`src/design/sfm_pkg.sv`:
```
// ----------------------------------------------------------------------------
// sfm_pkg
// Shared types and constants for the substring first-match search block.
// ----------------------------------------------------------------------------
package sfm_pkg;

	localparam int CP_W      = 21;
	localparam int RES_POS_W = 16;
	localparam int START_W   = 16;

	typedef enum logic {
		OP_PATTERN = 1'b0,
		OP_TEXT    = 1'b1
	} op_t;

	// control shared by every cell of the chain
	typedef struct packed {
		logic shift_pat;
		logic shift_txt;
		logic clr_txt;
		logic eval;
	} cell_ctrl_t;

	// record of one accepted item handed to the collect stage
	typedef struct packed {
		logic                 valid;
		logic                 clr;
		logic                 ovf;
		logic                 qual;
		logic                 last;
		logic [RES_POS_W-1:0] start;
	} stage_t;

endpackage

```
`src/design/sfm_in_if.sv`:
```
// ----------------------------------------------------------------------------
// sfm_in_if
// Input channel: pattern or text codepoint items with valid/ready.
// ----------------------------------------------------------------------------
interface sfm_in_if import sfm_pkg::*; ();
	logic            valid;
	logic            ready;
	logic            op;
	logic [CP_W-1:0] codepoint;
	logic            last;

	modport source (output valid, op, codepoint, last, input ready);
	modport sink (input valid, op, codepoint, last, output ready);
endinterface

```
`src/design/sfm_out_if.sv`:
```
// ----------------------------------------------------------------------------
// sfm_out_if
// Result channel: found flag, match position and overflow with valid/ready.
// ----------------------------------------------------------------------------
interface sfm_out_if import sfm_pkg::*; ();
	logic                 valid;
	logic                 ready;
	logic                 found;
	logic [RES_POS_W-1:0] position;
	logic                 overflow;

	modport source (output valid, found, position, overflow, input ready);
	modport sink (input valid, found, position, overflow, output ready);
endinterface

```
`src/design/sfm_cfg_if.sv`:
```
// ----------------------------------------------------------------------------
// sfm_cfg_if
// Configuration write channel carrying the start index register.
// ----------------------------------------------------------------------------
interface sfm_cfg_if import sfm_pkg::*; ();
	logic               valid;
	logic               ready;
	logic [START_W-1:0] data;

	modport source (output valid, data, input ready);
	modport sink (input valid, data, output ready);
endinterface

```
`src/design/sfm_cell.sv`:
```
// ----------------------------------------------------------------------------
// sfm_cell
// One cell of the compare chain: holds one pattern and one window codepoint,
// passes both to its neighbor and registers their compare result.
// ----------------------------------------------------------------------------
module sfm_cell import sfm_pkg::*; (
	input  logic            clk,
	input  cell_ctrl_t      ctrl,
	input  logic            active,
	input  logic [CP_W-1:0] pat_in,
	input  logic [CP_W-1:0] txt_in,
	output logic [CP_W-1:0] pat_out,
	output logic [CP_W-1:0] txt_out,
	output logic            eq_s1
);

	logic [CP_W-1:0] pat_q;
	logic [CP_W-1:0] txt_q;

	always_ff @(posedge clk) begin
		if (ctrl.shift_pat) begin
			pat_q <= pat_in;
		end
		if (ctrl.clr_txt) begin
			txt_q <= '0;
		end else if (ctrl.shift_txt) begin
			txt_q <= txt_in;
		end
		// compare against the codepoint entering this cell
		if (ctrl.eval) begin
			eq_s1 <= !active || (pat_q == txt_in);
		end
	end

	assign pat_out = pat_q;
	assign txt_out = txt_q;

endmodule

```
`src/design/sfm_collect.sv`:
```
// ----------------------------------------------------------------------------
// sfm_collect
// Reduces the cell compares, keeps the first match and overflow state and
// drives the registered result channel.
// ----------------------------------------------------------------------------
module sfm_collect import sfm_pkg::*; #(
	parameter int NCELL = 16
) (
	input  logic             clk,
	input  logic             arst_n,
	input  stage_t           st_s1,
	input  logic [NCELL-1:0] eq_s1,
	output logic             stall,
	sfm_out_if.source        result
);

	logic                 match_q;
	logic [RES_POS_W-1:0] mpos_q;
	logic                 ovf_q;
	logic                 valid_q;
	logic                 found_q;
	logic [RES_POS_W-1:0] position_q;
	logic                 overflow_q;

	logic                 m0;
	logic                 hit;
	logic                 m1;
	logic [RES_POS_W-1:0] p1;
	logic                 o1;
	logic                 go;

	always_comb begin
		m0    = st_s1.clr ? 1'b0 : match_q;
		o1    = (st_s1.clr ? 1'b0 : ovf_q) | st_s1.ovf;
		hit   = st_s1.qual & (&eq_s1);
		m1    = m0 | hit;
		p1    = m0 ? mpos_q : st_s1.start;
		stall = st_s1.valid & st_s1.last & valid_q & !result.ready;
		go    = st_s1.valid & !stall;
	end

	always_ff @(posedge clk or negedge arst_n) begin
		if (!arst_n) begin
			match_q <= 1'b0;
			ovf_q   <= 1'b0;
			valid_q <= 1'b0;
		end else begin
			if (valid_q && result.ready) begin
				valid_q <= 1'b0;
			end
			if (go) begin
				if (st_s1.last) begin
					valid_q <= 1'b1;
					match_q <= 1'b0;
					ovf_q   <= 1'b0;
				end else begin
					match_q <= m1;
					ovf_q   <= o1;
				end
			end
		end
	end

	always_ff @(posedge clk) begin
		if (go) begin
			mpos_q <= p1;
			if (st_s1.last) begin
				found_q    <= m1;
				position_q <= m1 ? p1 : '0;
				overflow_q <= o1;
			end
		end
	end

	assign result.valid    = valid_q;
	assign result.found    = found_q;
	assign result.position = position_q;
	assign result.overflow = overflow_q;

endmodule

```
`src/design/substring_first_match.sv`:
```
// the last text item is registered with the cell compares, then its result in the output register
// throughput: one item per cycle; input stalls only while a finished result waits
//   and the item behind it also ends a search
// the cell chain compares every pattern position against the text window in parallel
// reset: empty pattern, search state cleared, start index 0, no result pending
// ----------------------------------------------------------------------------
// substring_first_match
// Streams pattern and text codepoints through a chain of compare cells and
// reports the first match at or after the start index.
// ----------------------------------------------------------------------------
module substring_first_match import sfm_pkg::*; #(
	parameter int MAX_PATTERN = 16,
	parameter int MAX_TEXT    = 65536
) (
	input  logic    clk,
	input  logic    arst_n,
	sfm_cfg_if.sink cfg,
	sfm_in_if.sink  item,
	sfm_out_if.source result
);

	localparam int LEN_W = $clog2(MAX_PATTERN + 1);
	localparam int POS_W = $clog2(MAX_TEXT + 1);
	localparam int SW    = (POS_W > RES_POS_W + 1) ? POS_W : RES_POS_W + 1;
	localparam logic [LEN_W-1:0] LEN_MAX = LEN_W'(MAX_PATTERN);
	localparam logic [POS_W-1:0] POS_MAX = POS_W'(MAX_TEXT);

	logic [START_W-1:0] start_q;
	logic [LEN_W-1:0]   len_q;
	logic               closed_q;
	logic [POS_W-1:0]   pos_q;
	stage_t             st_s1;

	logic               accept;
	logic               is_text;
	logic               new_pat;
	logic [LEN_W-1:0]   len_base;
	logic               pat_room;
	logic               txt_room;
	logic [POS_W-1:0]   pos_inc;
	logic [SW-1:0]      pos_ext;
	logic [SW-1:0]      len_ext;
	logic [SW-1:0]      s_ext;
	logic               qual;
	logic               stall;
	cell_ctrl_t         ctrl;
	stage_t             rec;

	logic [CP_W-1:0]        pat_link [MAX_PATTERN+1];
	logic [CP_W-1:0]        txt_link [MAX_PATTERN+1];
	logic [MAX_PATTERN-1:0] active;
	logic [MAX_PATTERN-1:0] eq_s1;

	assign cfg.ready  = 1'b1;
	assign item.ready = !stall;

	always_comb begin
		accept   = item.valid & item.ready;
		is_text  = (item.op == OP_TEXT);
		new_pat  = !is_text && (closed_q || (pos_q != '0));
		len_base = new_pat ? '0 : len_q;
		pat_room = (len_base < LEN_MAX);
		txt_room = (pos_q < POS_MAX);
		pos_inc  = pos_q + POS_W'(1);
		pos_ext  = SW'(pos_inc);
		len_ext  = SW'(len_q);
		s_ext    = pos_ext - len_ext;
		qual     = txt_room && (len_q != '0) && (pos_ext >= len_ext)
			&& (s_ext >= SW'(start_q)) && (s_ext[SW-1:RES_POS_W] == '0);

		ctrl.shift_pat = accept & !is_text & pat_room;
		ctrl.shift_txt = accept & is_text & txt_room;
		ctrl.eval      = accept & is_text & txt_room;
		ctrl.clr_txt   = accept & (new_pat | (is_text & item.last));

		rec.valid = accept;
		rec.clr   = accept & new_pat;
		rec.ovf   = accept & ((!is_text & !pat_room) | (is_text & !txt_room));
		rec.qual  = accept & is_text & qual;
		rec.last  = accept & is_text & item.last;
		rec.start = s_ext[RES_POS_W-1:0];
	end

	always_ff @(posedge clk or negedge arst_n) begin
		if (!arst_n) begin
			start_q  <= '0;
			len_q    <= '0;
			closed_q <= 1'b1;
			pos_q    <= '0;
			st_s1    <= '0;
		end else begin
			if (cfg.valid && cfg.ready) begin
				start_q <= cfg.data;
			end
			if (!stall) begin
				st_s1 <= rec;
			end
			if (accept) begin
				if (!is_text) begin
					closed_q <= 1'b0;
					len_q    <= pat_room ? len_base + LEN_W'(1) : len_base;
					if (new_pat) begin
						pos_q <= '0;
					end
				end else if (item.last) begin
					closed_q <= 1'b1;
					pos_q    <= '0;
				end else if (txt_room) begin
					pos_q <= pos_inc;
				end
			end
		end
	end

	assign pat_link[0] = item.codepoint;
	assign txt_link[0] = item.codepoint;

	for (genvar j = 0; j < MAX_PATTERN; j++) begin : g_cell
		assign active[j] = (LEN_W'(j) < len_q);

		sfm_cell u_cell (
			.clk     (clk),
			.ctrl    (ctrl),
			.active  (active[j]),
			.pat_in  (pat_link[j]),
			.txt_in  (txt_link[j]),
			.pat_out (pat_link[j+1]),
			.txt_out (txt_link[j+1]),
			.eq_s1   (eq_s1[j])
		);
	end

	sfm_collect #(
		.NCELL (MAX_PATTERN)
	) u_collect (
		.clk    (clk),
		.arst_n (arst_n),
		.st_s1  (st_s1),
		.eq_s1  (eq_s1),
		.stall  (stall),
		.result (result)
	);

endmodule
```
`src/flat_wrapper.sv`:
```
// flat-port wrapper written by rule: the top's interface ports become plain ports
module substring_first_match_flat import sfm_pkg::*;
#(
	parameter int MAX_PATTERN = 16,
	parameter int MAX_TEXT    = 65536
)
  (clk, arst_n, cfg_valid, cfg_data, cfg_ready, item_valid, item_op, item_codepoint, item_last, item_ready, result_valid, result_found, result_position, result_overflow, result_ready);
  sfm_cfg_if cfg_i ();
  sfm_in_if item_i ();
  sfm_out_if result_i ();
  input  logic clk;
  input  logic arst_n;
  input wire logic [$bits(cfg_i.valid)-1:0] cfg_valid;
  input wire logic [$bits(cfg_i.data)-1:0] cfg_data;
  output wire logic [$bits(cfg_i.ready)-1:0] cfg_ready;
  input wire logic [$bits(item_i.valid)-1:0] item_valid;
  input wire logic [$bits(item_i.op)-1:0] item_op;
  input wire logic [$bits(item_i.codepoint)-1:0] item_codepoint;
  input wire logic [$bits(item_i.last)-1:0] item_last;
  output wire logic [$bits(item_i.ready)-1:0] item_ready;
  output wire logic [$bits(result_i.valid)-1:0] result_valid;
  output wire logic [$bits(result_i.found)-1:0] result_found;
  output wire logic [$bits(result_i.position)-1:0] result_position;
  output wire logic [$bits(result_i.overflow)-1:0] result_overflow;
  input wire logic [$bits(result_i.ready)-1:0] result_ready;
  assign cfg_i.valid = cfg_valid;
  assign cfg_i.data = cfg_data;
  assign cfg_ready = cfg_i.ready;
  assign item_i.valid = item_valid;
  assign item_i.op = item_op;
  assign item_i.codepoint = item_codepoint;
  assign item_i.last = item_last;
  assign item_ready = item_i.ready;
  assign result_valid = result_i.valid;
  assign result_found = result_i.found;
  assign result_position = result_i.position;
  assign result_overflow = result_i.overflow;
  assign result_i.ready = result_ready;
  substring_first_match #(.MAX_PATTERN(MAX_PATTERN), .MAX_TEXT(MAX_TEXT)) u_core (.clk(clk), .arst_n(arst_n), .cfg(cfg_i), .item(item_i), .result(result_i));
endmodule
```
`config.mk`:
```
export PLATFORM = sky130hd
export DESIGN_NAME = substring_first_match_flat
export DESIGN_NICKNAME = d
export VERILOG_FILES = /design/src/design/sfm_pkg.sv /design/src/design/sfm_in_if.sv /design/src/design/sfm_out_if.sv /design/src/design/sfm_cfg_if.sv /design/src/design/sfm_cell.sv /design/src/design/sfm_collect.sv /design/src/design/substring_first_match.sv /design/src/flat_wrapper.sv
export SDC_FILE = /design/constraint.sdc
export NUM_CORES = 1
export LEC_CHECK = 0
export ABC_AREA = 1
export BUFFER_PORTS_ARGS = -buffer_cell sky130_fd_sc_hd__buf_2
export CAP_MARGIN = 5
export CELL_PAD_IN_SITES_DETAIL_PLACEMENT = 2
export CELL_PAD_IN_SITES_GLOBAL_PLACEMENT = 2
export CORE_MARGIN = 2
export CORE_UTILIZATION = 38
export CTS_CLUSTER_DIAMETER = 40
export DETAILED_ROUTE_END_ITERATION = 8
export MAX_ROUTING_LAYER = met4
export PLACE_DENSITY = 0.78
export SLEW_MARGIN = 10
export SYNTH_ARGS = -nofsm -noshare
export SYNTH_HDL_FRONTEND = slang
export SYNTH_SLANG_ARGS = --single-unit
```
`constraint.sdc`:
```
create_clock -name clk -period 7.6 [get_ports clk]
set_input_delay 0.76 -clock clk [delete_from_list [all_inputs] [get_ports clk]]
set_output_delay 0.76 -clock clk [all_outputs]
set_load 0.01 [all_outputs]
```
# After elaboration in Yosys (flattened, before gate mapping)

Index checks and enable logic that the tools add are counted.

Memories: 0
Bits in registers: 764
Memory bits (read-only): 0
Bits in latches: 0
Memory bits (writable): 0
Input port bits: 44

Reductions and logical operators: 52
Add/subtract/negate cells: 3
Div/mod/pow operators: 0
Bitwise gates (word level): 24
Equal/unequal tests: 18
$lt $le $gt $ge: 20
Multiplexer cells: 16
Shift operators: 0
Multipliers: 0

Operators with widths:

| cell                                              | count |
|---|---|
| equality test 21 bit                              | 16 |
| 2-to-1 mux 17 bit                                 | 4 |
| < comparator 4 x 5 -> 1 bit, first input constant | 8 |
| zero test 1 bit                                   | 21 |
| < comparator 3 x 5 -> 1 bit, first input constant | 4 |
| bitwise AND 1 bit                                 | 18 |
| adder 17 x 1 -> 17 bit, second input constant     | 1 |
| >= comparator 17 x 16 -> 1 bit                    | 1 |
| >= comparator 17 x 5 -> 1 bit                     | 1 |
| logical OR 1 bit                                  | 17 |
| < comparator 17 bit, second input constant        | 1 |
| nonzero test 17 bit                               | 1 |
| subtractor 17 x 5 -> 17 bit                       | 1 |
| 2-to-1 mux 16 bit                                 | 1 |
| AND reduction 16 bit                              | 1 |
| < comparator 1 x 5 -> 1 bit, first input constant | 2 |
| < comparator 2 x 5 -> 1 bit, first input constant | 2 |
| 2-to-1 mux 5 bit                                  | 2 |
| 2-to-1 mux 1 bit                                  | 9 |
| logical AND 1 bit                                 | 6 |
| AND reduction 2 bit                               | 3 |
| adder 5 x 1 -> 5 bit, second input constant       | 1 |
| < comparator 5 bit, second input constant         | 1 |
| nonzero test 5 bit                                | 1 |
| other kinds (6)                                   | 10 |

# Longest topological paths before layout

Gate-level depths: netlist of run 1.

Depth after elaboration: 9
Mapped depth: 26
Depth with buffers taken out: 26

# Modules after synthesis

A second synthesis of run 1 with hierarchy kept.

Cells, all modules: 4006
Area total of the unflattened synthesis: 35850.6 um2

Modules (own cells, without submodules):

| module                | cells each | times used | area an instance (um2) |
|---|---|---|---|
| sfm_cell              | 208        | 16         | 1891.8 |
| substring_first_match | 537        | 1          | 3910.0 |
| sfm_collect           | 141        | 1          | 1671.6 |

# Least setup slack after synthesis of run 1

OpenSTA, ideal clock, no wires.

Path kind: input to register
Start point: in result_ready
End point: reg u_core.len_q[2]
Stages on the path: 12
Arrival: 8.640 ns
Library setup time: 0.097 ns
Setup slack: -1.137 ns
Cells stage by stage: nor2_2 inv_2 nor2_4 nor2_2 inv_2 nor2_2 inv_2 nor2_1 nor2_1 inv_1 o211ai_1 nand2_1

Cells in the longest elaborated chain, start to end: 5

RTL lines:

| what                          | line                         | source |
|---|---|---|
| from (decl)                   | flat_wrapper.sv:25           | `input wire logic [$bits(result_i.ready)-1:0] result_ready;` |
| zero test 1 bit               | sfm_collect.sv:38            | `stall = st_s1.valid & st_s1.last & valid_q & !result.ready;` |
| bitwise AND 1 bit             | sfm_collect.sv:38            |  |
| zero test 1 bit               | n/a                          |  |
| bitwise AND 1 bit             | substring_first_match.sv:58  | `accept = item.valid & item.ready;` |
| AND reduction 2 bit (no line) | n/a                          |  |
| to (signal assigned)          | substring_first_match.sv:101 | `len_q <= pat_room ? len_base + LEN_W'(1) : len_base;` |
| to (decl)                     | substring_first_match.sv:29  | `logic [LEN_W-1:0] len_q;` |

No other way between the ends.
A chain may end at the register's enable or synchronous reset.

==> results.tsv, run 1 <==
stage	metric	value	unit
run_status	status	finished, final reports clean	
sta	relSlewSlack	0.233	
grt	gr-usage-all-layers	0.234	
power	powerDensity	351	mW/mm²
clock_tree	clk_pin_slew	60	ps
logic_synthesis	synth_edf_count	386	
grt	grt_pass1_wl	147000	µm
clock_tree	cts_root_buf	clkbuf_16	
critical_path	arrival	4450	ps
clock_tree	cts_buffers	118	
sta	grt_setup_unrepaired	no	
sta	timing.setup.tns	0	ps
power	p_total	12.8	mW
logic_synthesis	synth-seq-cells	764	
cells_and_area	layout_commonest_cell	nand2_1	
sta	fin_crit_sh	0.560	
floorplanning	ioPinCount	65	
clock_tree	clkLatencyLatePin	710	ps
grt	grt_pass1_vias	24600	
power	p_leak	13.3	nW
routing	drc_errors	0	
place	portBuffers	63	
logic_synthesis	ys_warn_count	0	
critical_path	start_kind	flip-flop	
sta	worst_pin_slew	1150	ps
cells_and_area	nNetsFinal	3062	
grt	grt_max_degree	188	
logic_synthesis	synth_cell_types	53	
grt	antenna_found_initial	1	
clock_tree	htreeDepth	3	
logic_synthesis	synth_flop_cell	edfxtp_1	
logic_synthesis	syn_nets	2982	
routing	vias	21600	
critical_path	r2r-start	u_core.pos_q[0]	
clock_tree	cts_tree	done	
sta	report.final.slew_viol_count	0	
clock_tree	post-cts-setup-buffer-count	0	
cells_and_area	area_delta_synth_final	18.3	%
routing	drt_iter0_markers	1259	
clock_tree	cts_hold_buf	0	
floorplanning	die_h	288	µm
power	ir_drop	227	µV
sta	fmax	235	MHz
sta	setup_viol	0	
grt	grt-ovfl-total	0	
critical_path	path_class	reg -> reg	
floorplanning	rows	104	
critical_path	endpoint_kind	flip-flop	
logic_synthesis	avgSynthCellArea	10.5	µm²
sta	hold_slack	245	ps
critical_path	critPathLaunch	u_core.pos_q[0]	
min_path	worst_hold_startpoint	item_codepoint[2]	
sta	hold_violations	0	
place	place_hpwl	55800	µm
clock_tree	cts.sinks	764	
critical_path	critPathMaxFanout	164	
logic_synthesis	synth.yosys.seq_area_share	0.634	
floorplanning	die-area	0.0831	mm²
job	drv_cap	0	
routing	drt-total-wl	94000	µm
clock_tree	cts_buffer_depth	3	
min_path	hold_path_class	in -> reg	
cells_and_area	drive_above_1_share	0.118	
clock_tree	ctsResizeCount	0	
logic_synthesis	syn_area	0.0307	mm²
routing	vias_per_cell	5.18	
place	place.gp.congestion	0.823	
critical_path	critPathRequiredTime	7790	ps
routing	wl_per_cell	22.6	µm
sta	layout_min_cycle_time	4250	ps
routing	antenna_left	0	
floorplanning	coreArea	0.0803	mm²
floorplanning	initial_core_util	0.383	
cells_and_area	layout_common_cells	nand2_1, edfxtp_1, a21oi_1	
routing	drt_pass1_iterations	5	
logic_synthesis	synthArstFlopShare	0.0825	
sta	fin_skew	73.3	ps
floorplanning	die_w	288	µm
logic_synthesis	netlist_instances	2913	
[where the power goes]
part	total (mW)	leakage (nW)	switching, mW	internal [mW]
Clock	5.82	2.11	2.19	3.63
Combinational	1.73	4.22	1.18	0.554
Sequential	5.20	6.95	0.326	4.87
[path summary, 6_finish.rpt]
check / to / slack, ps / depth (start not counted)
setup / recovery: u_core.g_cell[6].u_cell.pat_out[11] / 3350 / 10
hold / removal: u_core.g_cell[0].u_cell.pat_out[2] / 240 / 1
setup reg to reg: u_core.g_cell[6].u_cell.pat_out[11] / 3350 / 10
hold reg to reg: u_core.g_cell[11].u_cell.pat_out[14] / 450 / 0
max in group asynchronous: u_core.pos_q[10] / 6640 / 2
min in group asynchronous: u_core.st_s1[13] / 270 / 2
[synthesized netlist by cell type, types with 2 or more instances]
library cell / n / area [µm²]
o21ai_0: 48 / 240
nor2_2: 7 / 43.8
xnor2_1: 178 / 1560
inv_2: 5 / 18.8
xor2_1: 123 / 1080
nand3_1: 39 / 195
nand2_4: 3 / 33.8
or2_2: 17 / 106
buf_2: 64 / 320
o31ai_1: 3 / 22.5
o21ai_1: 3 / 15.0
inv_1: 138 / 518
dfxtp_1: 315 / 6310
nor2_4: 8 / 90.1
nand3b_1: 3 / 22.5
clkbuf_1: 41 / 154
buf_1: 3 / 11.3
ha_1: 24 / 300
a21o_1: 2 / 15.0
nand2_1: 736 / 2760
nand2_2: 11 / 68.8
nor4_1: 44 / 275
o211ai_1: 2 / 15.0
mux2_2: 7 / 78.8
o221ai_1: 2 / 17.5
buf_4: 8 / 60.1
a21boi_0: 16 / 120
a22o_1: 9 / 78.8
a21oi_1: 337 / 1690
nor2_1: 156 / 586
nand4_1: 53 / 332
a31o_2: 2 / 17.5
nor3_1: 12 / 60.1
edfxtp_1: 386 / 11600
dfrtp_1: 62 / 1550
a221oi_1: 3 / 26.3
o22ai_1: 27 / 169
[logic make-up after synthesis]
kind of cell,Yosys count,synth area share
and+or+nand+nor,1092,0.150
DFF,764,0.634
AOI/OAI and AO/OA,459,0.0802
xor gates and xnor gates,302,0.0864
buffers and inverters,263,0.0361
adders and majority gates,25,0.0104
muxes,7,0.00257
other,1,0.000122
[cell type report]
cell class | instances | area (µm²)
clock inverter | 84 | 992
multi-input combinational | 1886 | 10200
antenna | 1 | 2.50
timing repair buffer | 77 | 470
fill | 8073 | 44000
clock buffer | 142 | 3350
inverter | 146 | 562
sequential | 764 | 19500
tap | 1060 | 1330
[metrics by stage]
stage	cells	setup WS, ps	util	area (µm²)
global placement	3933	3590	0.399	32000
floorplan	2913	428	-	30700
detailed placement	3933	3310	0.399	32000
global route	4160	3190	0.453	36300
finish	4160	3350	0.453	36300
CTS	4159	3540	0.453	36300
[layer usage]
layer	part of all wire	vias to the layer above	GRT usage
met3	0.028	138	0.0295
met1	0.41	11100	0.270
met2	0.54	340	0.426
li1	-	9998	-
met5	0	-	-
met4	0.020	0	0.0636
[worst max-delay path: stages (launching register included)]
cell	delay (ps)
dfrtp_1	440
inv_1	160
ha_1	200
nand4_1	100
nor3_1	190
nand4_1	210
nand2_1	240
nor2_4	90
nor2_1	360
clkinvlp_4	900
buf_12	560
[sequential cells by signal, indices dropped and copies added, names as in the netlist, 5 cells and up]
register / cells
u_core.g_cell.u_cell.eq_s1: 16
u_core.u_collect.result.position: 16
u_core.start_q: 16
u_core.u_collect.mpos_q: 16
u_core.len_q: 5
u_core.st_s1: 21
u_core.g_cell.u_cell.txt_out: 315
u_core.pos_q: 17
u_core.g_cell.u_cell.pat_out: 336
(Power assumes the default switching activity.)
==> run 2, diff against run 1 <==
--- a/config.mk
+++ b/config.mk
@@ -11,11 +11,11 @@
 export CELL_PAD_IN_SITES_DETAIL_PLACEMENT = 2
 export CELL_PAD_IN_SITES_GLOBAL_PLACEMENT = 2
 export CORE_MARGIN = 2
-export CORE_UTILIZATION = 38
+export CORE_UTILIZATION = 42
 export CTS_CLUSTER_DIAMETER = 40
 export DETAILED_ROUTE_END_ITERATION = 8
 export MAX_ROUTING_LAYER = met4
-export PLACE_DENSITY = 0.78
+export PLACE_DENSITY = 0.81
 export SLEW_MARGIN = 10
 export SYNTH_ARGS = -nofsm -noshare
 export SYNTH_HDL_FRONTEND = slang
==> constraint.sdc (replaced) <==
create_clock -name clk -period 4.2 [get_ports clk]
set_input_delay 0.42 -clock clk [delete_from_list [all_inputs] [get_ports clk]]
set_output_delay 0.42 -clock clk [all_outputs]
set_load 0.01 [all_outputs]
==> run 2 against run 1 <==
Against the previous run: design area grew 0.21%; maximum frequency up 13%; global-route usage up 4.4 points; clock skew decreased by 23 ps; count of clock-buffer cells in the layout is 5 lower; largest cell class unchanged; worst setup slack got worse by 2900 ps; flip-flop and latch count did not move.
==> results.tsv, run 2 (synthesis results as in run 1) <==
stage	metric	value	unit	change
critical_path	cp_slowest_stage_delay	420	ps	-480 ps
grt	antenna_found_initial	0		-1
floorplanning	rows	99		-4.8%
cells_and_area	nNetsFinal	3097		+1.1%
routing	antenna_left	0		unchanged
clock_tree	cts_root_buf	clkbuf_16		
clock_tree	cts_buffer_depth	3		unchanged
critical_path	critPathRequiredTime	4740	ps	-3050 ps
grt	gr-usage-all-layers	0.278		+0.0444
grt	grt_max_degree	126		-33%
routing	drt-total-wl	100000	µm	+6.8%
floorplanning	die_w	274	µm	-4.8%
clock_tree	clkLatencyLatePin	690	ps	-20 ps
clock_tree	clk_pin_slew	60	ps	about the same
clock_tree	cts_tree	done		
floorplanning	initial_core_util	0.422		+0.0399
sta	fin_skew	50.0	ps	-23.3 ps
place	place_hpwl	58900	µm	+5.5%
clock_tree	cts.sinks	764		unchanged
floorplanning	die_h	274	µm	-4.8%
run_status	status	finished, final reports clean		
floorplanning	ioPinCount	65		unchanged
power	powerDensity	627	mW/mm²	+79%
critical_path	cp_slowest_cell	dfrtp_2		
critical_path	endpoint_kind	flip-flop		
sta	fin_crit_sh	0.899		+0.340
critical_path	regToRegSetupSlack	420	ps	-2920 ps
sta	report.final.slew_viol_count	0		unchanged
grt	grt_pass1_wl	157000	µm	+6.6%
routing	drt_pass1_iterations	5		unchanged
cells_and_area	diodes	0		-1
sta	setup_viol	0		unchanged
critical_path	cp_common_cell	nand2_1		
routing	vias	22000		+1.9%
sta	relSlewSlack	0.364		+0.131
min_path	hold_path_class	in -> reg		
critical_path	critPathMaxFanout	6		-96%
power	p_total	22.8	mW	+79%
critical_path	arrival	4320	ps	-130 ps
sta	hold_violations	0		unchanged
cells_and_area	layout_commonest_cell	nand2_1		
critical_path	path_class	reg -> reg		
sta	hold_slack	35.3	ps	-210 ps
place	place.gp.congestion	0.856		+3.9%
sta	fmax	265	MHz	+13%
routing	vias_per_cell	5.38		+3.8%
routing	drc_errors	0		unchanged
clock_tree	htreeDepth	3		unchanged
cells_and_area	layout_common_cells	nand2_1, edfxtp_1, a21oi_1		
sta	layout_min_cycle_time	3780	ps	-476 ps
sta	grt_setup_unrepaired	no		
power	ir_drop	342	µV	+51%
cells_and_area	area_delta_synth_final	18.5	%	
power	p_leak	13.3	nW	+0.24%
cells_and_area	fillers	7122		-12%
grt	grt-ovfl-total	0		unchanged
routing	wl_per_cell	24.6	µm	+8.7%
floorplanning	die-area	0.0753	mm²	-9.4%
floorplanning	coreArea	0.0727	mm²	-9.4%
sta	worst_pin_slew	945	ps	-205 ps
routing	drt_iter0_markers	1279		+1.6%
grt	grt_pass1_vias	25300		+2.6%
clock_tree	cts_buffers	113		-4.2%
job	drv_cap	0		unchanged
cells_and_area	largest_register_ffs	336		unchanged
place	portBuffers	63		unchanged
critical_path	start_kind	flip-flop		
cells_and_area	drive_above_1_share	0.114		-0.00333
## run 2: area by class of cell
cell class,instances,area (µm²),area share
Clock inverter,78,942,0.0259
Inverter,146,562,0.0154
Multi-Input combinational cell,1886,10200,0.280
Sequential cell,764,19500,0.535
Clock buffer,137,3100,0.0852
Tap cell,959,1200,0.0330
Timing Repair Buffer,117,933,0.0256
## run 2: per-stage QoR
step	cells	TNS [ps]	area [µm²]	utilization	worst slack, ps
4_1_cts	4087	0	36400	0.500	220
3_5_place_dp	3837	0	32000	0.440	262
3_3_place_gp	3837	0	32000	0.440	373
2_1_floorplan	2913	-835930	30700	-	-2480
5_1_grt	4087	0	36400	0.501	1.94
6_report	4087	0	36400	0.501	423
## run 2: metal layers
layer,global-route usage,share of wire
met1,0.312,0.40
met2,0.509,0.54
met3,0.0343,0.028
met4,0.0958,0.032
met5,-,0
## run 2: repair_timing
action / CTS / global route
endpoints found under the hold margin: 69 / 0
setup buffers: 0 / 0
hold buffers: 35 / 0
endpoints found under the setup margin: 0 / 1
gates resized for setup: 0 / 6
## run 2: power by group
part	total, mW	leakage [nW]	internal (mW)	switching [mW]
Sequential	9.44	6.95	8.81	0.627
Clock	10.1	1.95	6.25	3.85
Combinational	3.28	4.42	1.06	2.22
## run 2: critical path, delay by kind of cell, from the launching register on
kind,cells,cell delay (ps)
fa+ha+maj,3,850
compound gates,1,140
xor+xnor,2,390
simple gates,17,1660
flops,1,420
buf+inv,3,230
## run 2: worst paths after layout
kind / from / endpoint / cells after the start
min: cfg_data[1] / u_core.start_q[1] / 3
max reg2reg: u_core.pos_q[0] / u_core.st_s1[17] / 26
max: u_core.pos_q[0] / u_core.st_s1[17] / 26
min reg2reg: u_core.g_cell[9].u_cell.pat_out[15] / u_core.g_cell[10].u_cell.pat_out[15] / 0
min in group asynchronous: arst_n / u_core.start_q[11] / 2
max in group asynchronous: arst_n / u_core.closed_q / 3
